--- src/hw/rtl/sst_pkg.sv ---
// Shared constants, codes and controller/datapath types for the small set table.
package sst_pkg;

  localparam int CAPACITY = 16;
  localparam int IDX_W    = (CAPACITY > 1) ? $clog2(CAPACITY) : 1;
  localparam int CNT_W    = $clog2(CAPACITY + 1);
  localparam int VAL_W    = 32;
  localparam int CMD_W    = 2;
  localparam int ST_W     = 2;

  localparam logic [CMD_W-1:0] CMD_INSERT   = 2'd0;
  localparam logic [CMD_W-1:0] CMD_CONTAINS = 2'd1;
  localparam logic [CMD_W-1:0] CMD_REMOVE   = 2'd2;
  localparam logic [CMD_W-1:0] CMD_POP      = 2'd3;

  localparam logic [ST_W-1:0] ST_OK    = 2'd0;
  localparam logic [ST_W-1:0] ST_FULL  = 2'd1;
  localparam logic [ST_W-1:0] ST_EMPTY = 2'd2;

  typedef enum logic [2:0] {
    S_IDLE,
    S_SCAN,
    S_SHIFT,
    S_POP_RD,
    S_POP_TAKE,
    S_FINISH
  } state_t;

  typedef struct packed {
    logic latch;
    logic step;
    logic shift_wr;
    logic start_shift;
    logic set_found;
    logic set_full;
    logic set_empty;
    logic ins_wr;
    logic dec_count;
    logic pop_rd;
    logic pop_take;
    logic load_out;
  } dp_cmd_t;

  typedef struct packed {
    logic [CMD_W-1:0] cmd;
    logic             match;
    logic             idx_end;
    logic             rd_vld;
    logic             full;
    logic             empty;
    logic             out_free;
  } dp_stat_t;

endpackage

--- src/hw/rtl/sst_if.sv ---
// Valid/ready channel interfaces for command beats and result beats.
interface sst_req_if;
  logic                            valid;
  logic                            ready;
  logic [sst_pkg::CMD_W-1:0]       cmd;
  logic signed [sst_pkg::VAL_W-1:0] value;

  modport source (output valid, output cmd, output value, input ready);
  modport sink   (input valid, input cmd, input value, output ready);
endinterface

interface sst_rsp_if;
  logic                             valid;
  logic                             ready;
  logic                             found;
  logic signed [sst_pkg::VAL_W-1:0] popped_value;
  logic [sst_pkg::CNT_W-1:0]        element_count;
  logic [sst_pkg::ST_W-1:0]         status;

  modport source (output valid, output found, output popped_value, output element_count,
                  output status, input ready);
  modport sink   (input valid, input found, input popped_value, input element_count,
                  input status, output ready);
endinterface

--- src/hw/rtl/small_set_table.sv ---
// Top level of the small set table: sequencer plus element store datapath.
//
//   channel | dir | payload                                       | handshake
//   req     | in  | cmd[1:0], value[31:0]                         | valid/ready
//   rsp     | out | found, popped_value, element_count, status    | valid/ready
//
// One command at a time. Insert/contains scan the store, one store read per cycle
// through the registered read port. Remove adds compaction after a hit, one entry
// moved per cycle.
// Synchronous reset empties the set; store contents are not cleared.
// A stalled rsp holds the finished beat; the next command waits in the last step.
module small_set_table (
  input  logic          clk,
  input  logic          rst,
  sst_req_if.sink       req,
  sst_rsp_if.source     rsp
);

  sst_pkg::dp_cmd_t  ctl;
  sst_pkg::dp_stat_t stat;

  sst_ctrl u_ctrl (
    .clk       (clk),
    .rst       (rst),
    .req_valid (req.valid),
    .req_ready (req.ready),
    .stat      (stat),
    .ctl       (ctl)
  );

  sst_datapath u_dp (
    .clk               (clk),
    .rst               (rst),
    .ctl               (ctl),
    .stat              (stat),
    .cmd               (req.cmd),
    .value             (req.value),
    .rsp_ready         (rsp.ready),
    .rsp_valid         (rsp.valid),
    .rsp_found         (rsp.found),
    .rsp_popped_value  (rsp.popped_value),
    .rsp_element_count (rsp.element_count),
    .rsp_status        (rsp.status)
  );

endmodule

--- src/hw/rtl/sst_datapath.sv ---
// Element store, scan/shift indexes, count and result registers.
module sst_datapath (
  input  logic                             clk,
  input  logic                             rst,
  input  sst_pkg::dp_cmd_t                 ctl,
  output sst_pkg::dp_stat_t                stat,
  input  logic [sst_pkg::CMD_W-1:0]        cmd,
  input  logic signed [sst_pkg::VAL_W-1:0] value,
  input  logic                             rsp_ready,
  output logic                             rsp_valid,
  output logic                             rsp_found,
  output logic signed [sst_pkg::VAL_W-1:0] rsp_popped_value,
  output logic [sst_pkg::CNT_W-1:0]        rsp_element_count,
  output logic [sst_pkg::ST_W-1:0]         rsp_status
);

  logic signed [sst_pkg::VAL_W-1:0] mem [sst_pkg::CAPACITY];

  logic [sst_pkg::CMD_W-1:0]        cmd_q;
  logic signed [sst_pkg::VAL_W-1:0] value_q;
  logic [sst_pkg::CNT_W-1:0]        idx;
  logic [sst_pkg::IDX_W-1:0]        rd_idx;
  logic                             rd_vld;
  logic signed [sst_pkg::VAL_W-1:0] rdata;
  logic [sst_pkg::CNT_W-1:0]        count;
  logic                             found_q;
  logic [sst_pkg::ST_W-1:0]         status_q;
  logic signed [sst_pkg::VAL_W-1:0] popped_q;

  logic                             idx_lt;
  logic                             rd_en;
  logic [sst_pkg::CNT_W-1:0]        count_m1;
  logic [sst_pkg::IDX_W-1:0]        rd_addr;

  assign idx_lt   = idx < count;
  assign count_m1 = count - sst_pkg::CNT_W'(1);
  assign rd_en    = ctl.pop_rd || ((ctl.step || ctl.shift_wr) && idx_lt);
  assign rd_addr  = ctl.pop_rd ? count_m1[sst_pkg::IDX_W-1:0] : idx[sst_pkg::IDX_W-1:0];

  // store: append on insert, move entry down during remove compaction
  always_ff @(posedge clk) begin
    if (ctl.ins_wr) begin
      mem[count[sst_pkg::IDX_W-1:0]] <= value_q;
    end else if (ctl.shift_wr && rd_vld) begin
      mem[rd_idx - sst_pkg::IDX_W'(1)] <= rdata;
    end
  end

  always_ff @(posedge clk) begin
    if (rd_en) begin
      rdata  <= mem[rd_addr];
      rd_idx <= rd_addr;
    end
  end

  always_ff @(posedge clk) begin
    if (ctl.latch) begin
      cmd_q   <= cmd;
      value_q <= value;
    end
    if (ctl.latch) begin
      idx <= '0;
    end else if (ctl.start_shift) begin
      idx <= sst_pkg::CNT_W'(rd_idx) + sst_pkg::CNT_W'(1);
    end else if ((ctl.step || ctl.shift_wr) && idx_lt) begin
      idx <= idx + sst_pkg::CNT_W'(1);
    end
    if (ctl.latch) begin
      found_q  <= 1'b0;
      status_q <= sst_pkg::ST_OK;
      popped_q <= '0;
    end else begin
      if (ctl.set_found) found_q  <= 1'b1;
      if (ctl.set_full)  status_q <= sst_pkg::ST_FULL;
      if (ctl.set_empty) status_q <= sst_pkg::ST_EMPTY;
      if (ctl.pop_take)  popped_q <= rdata;
    end
    if (ctl.load_out) begin
      rsp_found         <= found_q;
      rsp_status        <= status_q;
      rsp_popped_value  <= popped_q;
      rsp_element_count <= count;
    end
  end

  always_ff @(posedge clk) begin
    if (rst) begin
      count     <= '0;
      rd_vld    <= 1'b0;
      rsp_valid <= 1'b0;
    end else begin
      rd_vld <= rd_en;
      if (ctl.ins_wr) begin
        count <= count + sst_pkg::CNT_W'(1);
      end else if (ctl.dec_count || ctl.pop_take) begin
        count <= count_m1;
      end
      if (ctl.load_out) begin
        rsp_valid <= 1'b1;
      end else if (rsp_ready) begin
        rsp_valid <= 1'b0;
      end
    end
  end

  always_comb begin
    stat.cmd      = cmd_q;
    stat.match    = rd_vld && (rdata == value_q);
    stat.idx_end  = (idx == count);
    stat.rd_vld   = rd_vld;
    stat.full     = (count == sst_pkg::CNT_W'(sst_pkg::CAPACITY));
    stat.empty    = (count == '0);
    stat.out_free = !rsp_valid || rsp_ready;
  end

endmodule

--- src/hw/rtl/sst_ctrl.sv ---
// Command sequencer: search, compaction, pop and result hand-off.
module sst_ctrl (
  input  logic               clk,
  input  logic               rst,
  input  logic               req_valid,
  output logic               req_ready,
  input  sst_pkg::dp_stat_t  stat,
  output sst_pkg::dp_cmd_t   ctl
);

  sst_pkg::state_t state, state_next;

  always_ff @(posedge clk) begin
    if (rst) begin
      state <= sst_pkg::S_IDLE;
    end else begin
      state <= state_next;
    end
  end

  always_comb begin
    state_next = state;
    unique case (state)
      sst_pkg::S_IDLE: begin
        if (req_valid) begin
          state_next = sst_pkg::S_SCAN;
        end
      end
      sst_pkg::S_SCAN: begin
        if (stat.cmd == sst_pkg::CMD_POP) begin
          state_next = sst_pkg::S_POP_RD;
        end else if (stat.match) begin
          state_next = (stat.cmd == sst_pkg::CMD_REMOVE) ? sst_pkg::S_SHIFT
                                                         : sst_pkg::S_FINISH;
        end else if (stat.idx_end) begin
          state_next = sst_pkg::S_FINISH;
        end
      end
      sst_pkg::S_SHIFT: begin
        if (stat.idx_end && !stat.rd_vld) begin
          state_next = sst_pkg::S_FINISH;
        end
      end
      sst_pkg::S_POP_RD: begin
        state_next = stat.empty ? sst_pkg::S_FINISH : sst_pkg::S_POP_TAKE;
      end
      sst_pkg::S_POP_TAKE: begin
        state_next = sst_pkg::S_FINISH;
      end
      sst_pkg::S_FINISH: begin
        if (stat.out_free) begin
          state_next = sst_pkg::S_IDLE;
        end
      end
      default: begin
        state_next = sst_pkg::S_IDLE;
      end
    endcase
  end

  always_comb begin
    ctl       = '0;
    req_ready = 1'b0;
    unique case (state)
      sst_pkg::S_IDLE: begin
        req_ready = 1'b1;
        ctl.latch = req_valid;
      end
      sst_pkg::S_SCAN: begin
        // pop skips the search; the beat was latched and is decoded here
        if (stat.cmd != sst_pkg::CMD_POP) begin
          if (stat.match) begin
            ctl.set_found   = 1'b1;
            ctl.start_shift = (stat.cmd == sst_pkg::CMD_REMOVE);
          end else if (stat.idx_end) begin
            if (stat.cmd == sst_pkg::CMD_INSERT) begin
              ctl.set_full = stat.full;
              ctl.ins_wr   = !stat.full;
            end
          end else begin
            ctl.step = 1'b1;
          end
        end
      end
      sst_pkg::S_SHIFT: begin
        if (stat.idx_end && !stat.rd_vld) begin
          ctl.dec_count = 1'b1;
        end else begin
          ctl.shift_wr = 1'b1;
        end
      end
      sst_pkg::S_POP_RD: begin
        ctl.set_empty = stat.empty;
        ctl.pop_rd    = !stat.empty;
      end
      sst_pkg::S_POP_TAKE: begin
        ctl.pop_take = 1'b1;
      end
      sst_pkg::S_FINISH: begin
        ctl.load_out = stat.out_free;
      end
      default: begin
        ctl = '0;
      end
    endcase
  end

endmodule

--- src/flat_wrapper.sv ---
// flat-port wrapper written by rule: the top's interface ports become plain ports
module small_set_table_flat 
  (clk, rst, req_valid, req_cmd, req_value, req_ready, rsp_valid, rsp_found, rsp_popped_value, rsp_element_count, rsp_status, rsp_ready);
  sst_req_if req_i ();
  sst_rsp_if rsp_i ();
  input  logic clk;
  input  logic rst;
  input wire logic [$bits(req_i.valid)-1:0] req_valid;
  input wire logic [$bits(req_i.cmd)-1:0] req_cmd;
  input wire logic [$bits(req_i.value)-1:0] req_value;
  output wire logic [$bits(req_i.ready)-1:0] req_ready;
  output wire logic [$bits(rsp_i.valid)-1:0] rsp_valid;
  output wire logic [$bits(rsp_i.found)-1:0] rsp_found;
  output wire logic [$bits(rsp_i.popped_value)-1:0] rsp_popped_value;
  output wire logic [$bits(rsp_i.element_count)-1:0] rsp_element_count;
  output wire logic [$bits(rsp_i.status)-1:0] rsp_status;
  input wire logic [$bits(rsp_i.ready)-1:0] rsp_ready;
  assign req_i.valid = req_valid;
  assign req_i.cmd = req_cmd;
  assign req_i.value = req_value;
  assign req_ready = req_i.ready;
  assign rsp_valid = rsp_i.valid;
  assign rsp_found = rsp_i.found;
  assign rsp_popped_value = rsp_i.popped_value;
  assign rsp_element_count = rsp_i.element_count;
  assign rsp_status = rsp_i.status;
  assign rsp_i.ready = rsp_ready;
  small_set_table u_core (.clk(clk), .rst(rst), .req(req_i), .rsp(rsp_i));
endmodule
--- config.mk ---
export PLATFORM = sky130hd
export DESIGN_NAME = small_set_table_flat
export DESIGN_NICKNAME = d
export VERILOG_FILES = /design/src/hw/rtl/sst_pkg.sv /design/src/hw/rtl/sst_if.sv /design/src/hw/rtl/small_set_table.sv /design/src/hw/rtl/sst_datapath.sv /design/src/hw/rtl/sst_ctrl.sv /design/src/flat_wrapper.sv
export SDC_FILE = /design/constraint.sdc
export NUM_CORES = 1
export LEC_CHECK = 0
export BUFFER_PORTS_ARGS = -buffer_cell sky130_fd_sc_hd__buf_2
export CAP_MARGIN = 20
export CELL_PAD_IN_SITES_DETAIL_PLACEMENT = 1
export CELL_PAD_IN_SITES_GLOBAL_PLACEMENT = 1
export CORE_MARGIN = 10
export CORE_UTILIZATION = 48
export CTS_CLUSTER_SIZE = 28
export DETAILED_ROUTE_END_ITERATION = 8
export GPL_TIMING_DRIVEN = 0
export PLACE_DENSITY = 0.77
export SLEW_MARGIN = 20
export SYNTH_ARGS = -nofsm -noshare
export SYNTH_HDL_FRONTEND = slang
export SYNTH_SLANG_ARGS = --single-unit
--- constraint.sdc ---
create_clock -name clk -period 4.9 [get_ports clk]
set_input_delay 0.98 -clock clk [delete_from_list [all_inputs] [get_ports clk]]
set_output_delay 0.98 -clock clk [all_outputs]
set_load 0.05 [all_outputs]
==> reports/qor.csv <==
metric;value;unit
async_reset_ff_frac;0;
insertedDiodeCount;0;
hold_viol_final;0;
drc;0;
nets;2019;
synth.avg_cell_area;15.4;um2
grt_usage;0.227;
htree_levels;3;
fin_cells;2777;
syn_inst;1751;
vias_per_cell;5.88;
core;55300;um2
postRouteWirelength;76.0;mm
tightest_slew;1.16;ns
drive_above_1_share;0.182;
cts_num_sinks;672;
arrival;4.67;ns
relSlewSlack;0.222;
post-route-period-util;0.883;
synth.yosys.seq_area_share;0.732;
switching_power;4.75;mW
swShare;0.300;
syn2layout_area_growth;16.3;%
cap_violations;0;
min_from;u_core.u_dp.popped_q[18];
initial_core_util;0.486;
routabilityCongestion;0.851;
grt_pass1_vias;17500;
cellInternalPower;11.1;mW
cts_resized;0;
slew_viol_final;0;
synth_cell_types;61;
die_w;257;um
synth_nets;1799;
ys.flop_type;edfxtp_1;
irDropWorstVdd;0.000299;V
drt_iter0_markers;1433;
outcome;completed;
leakagePower;10.4;nW
dr.pass1.iters;5;
p_total;15.8;mW
fin_crit;4.33;ns
setup_violations;0;
overflow;0;
critical_path_class;reg -> reg;
finalSetupTns;0;ns
required;5.24;ns
grt_pass1_wl;113;mm
vias;16300;
cp-startpoint;u_core.u_dp.rdata[4];
placed_cells;2647;
synth_edf_count;622;
yosysWarnings;0;
seqPwrFrac;0.443;
min_path_type;reg -> reg;
die_height;257;um
tritoncts;done;
powerDensity;505;nW/um2
ctsHoldBuffers;0;
rows;86;
io_buffers;79;
power_frac_clock;0.350;
worstSetupEndpointType;flip-flop;
clockBufferDepth;3;
final_common_cell;edfxtp_1;
comb_power_share;0.207;
timing.rr.start;u_core.u_dp.rdata[4];
cp_max_fo;8;
clk_pin_slew;0.06;ns
ios;80;
antenna_left;0;
dp_hpwl;53.1;mm
ys_ff_latch;672;
synth_area;26900;um2
rsz0062_at_grt;false;
wl_per_cell;27.4;um
grt_max_degree;28;
antenna_found_initial;2;
startpoint_type;flip-flop;
cts_root_buf;clkbuf_16;
n_fill_cell;5267;
die_area;65900;um2
clk_latency;0.62;ns
final_cell_mix;edfxtp_1, nand2_1, mux2i_1, a21oi_1, buf_2;
postCtsSetupBuffers;0;
cts_buffers;70;
fin_skew;0.0277;ns
max_freq;0.231;GHz
-- sequential cells by signal, indices dropped and copies added (netlist names) --
signal / flops
u_core.u_dp.status_q: 2
u_core.u_dp.rsp_element_count: 5
u_core.u_dp.rsp_valid: 1
u_core.u_ctrl.state: 3
u_core.u_dp.rd_vld: 1
u_core.u_dp.found_q: 1
u_core.u_dp.cmd_q: 2
u_core.u_dp.rsp_popped_value: 32
u_core.u_dp.value_q: 32
u_core.u_dp.mem: 512
u_core.u_dp.rdata: 32
u_core.u_dp.popped_q: 32
u_core.u_dp.count: 5
u_core.u_dp.rsp_status: 2
u_core.u_dp.rsp_found: 1
u_core.u_dp.idx: 5
u_core.u_dp.rd_idx: 4
-- per-stage QoR --
step	util	setup slack (ns)	hold WS, ns	instance area (um2)
floorplan	-	0.317	0.401	26900
global placement	0.510	-2.81	0.413	28200
detailed placement	0.522	0.746	0.418	28900
CTS	0.565	0.704	0.433	31300
global route	0.565	0.478	0.450	31300
finish	0.565	0.573	0.431	31300
-- cells by family (layout without fill, tap and decap cells) --
logic type / count (synthesis) / after routing / share of synthesized area
DFF: 672 / 672 / 0.732
buffers and inverters: 103 / 381 / 0.0184
and+or+nand+nor: 424 / 424 / 0.0689
adders and majority gates: 10 / 10 / 0.00465
muxes: 289 / 289 / 0.111
xor gates and xnor gates: 42 / 42 / 0.0137
AOI/OAI and AO/OA: 211 / 211 / 0.0519
-- path summary, 6_finish.rpt --
check | slack (ns) | cells past startpoint | to
worst max-delay path | 0.57 | 10 | u_core.u_dp.mem[2][12]
worst min-delay path | 0.43 | 0 | u_core.u_dp.rsp_popped_value[18]
worst max register to register | 0.57 | 10 | u_core.u_dp.mem[2][12]
worst min register to register | 0.43 | 0 | u_core.u_dp.rsp_popped_value[18]
-- power groups by stage --
stage               sequential, mW  combinational, mW  clock (mW)
floorplan                     7.07               2.00           0
global placement              7.11               2.98           0
detailed placement            7.11               3.21           0
CTS                           6.99               3.26        5.58
global route                  7.02               3.49        5.83
finish                        7.00               3.28        5.53
-- synthesized netlist by cell type, types with 10 or more instances --
library cell | n | area, um2
xor2_1 | 21 | 184
buf_1 | 12 | 45.0
xnor2_1 | 21 | 184
a21oi_1 | 108 | 541
mux2_2 | 54 | 608
nor2_1 | 83 | 312
inv_1 | 14 | 52.6
buf_2 | 14 | 70.1
nor3_1 | 32 | 160
nand3_1 | 10 | 50.1
edfxtp_1 | 622 | 18700
dfxtp_1 | 50 | 1000
mux2i_1 | 224 | 2240
o221ai_1 | 32 | 280
ha_1 | 10 | 125
buf_4 | 16 | 120
mux2_1 | 10 | 113
a32oi_1 | 32 | 280
nand2_1 | 244 | 916
clkbuf_1 | 42 | 158
-- cell type report --
cell class              instances  area, um2  share of cell area
flip-flops and latches        672      19700               0.629
repair buffers                148        973              0.0311
plain buffers                  88        439              0.0140
well taps                     748        936              0.0299
inverters                      15       56.3             0.00180
multi-input cells             976       6810               0.218
clock buffers                  87       1920              0.0614
clock inverters                43        462              0.0148
-- per-layer routing --
layer	track usage	part of all wire	wire length, um
met5	0	0.00016	12
met4	0.0933	0.036	2740
met3	0.0442	0.068	5150
met2	0.381	0.49	37300
met1	0.286	0.41	30800
-- worst max-delay path, stage by stage (launching register included) --
cell,delay (ns)
edfxtp_1,0.43
xor2_1,0.28
or4_1,0.57
nor3_1,0.85
nand3_1,0.42
nand4_2,0.32
a2bb2oi_4,0.35
nor3_2,0.15
buf_4,0.26
buf_4,0.20
buf_4,0.20
(Power assumes the default switching activity.)
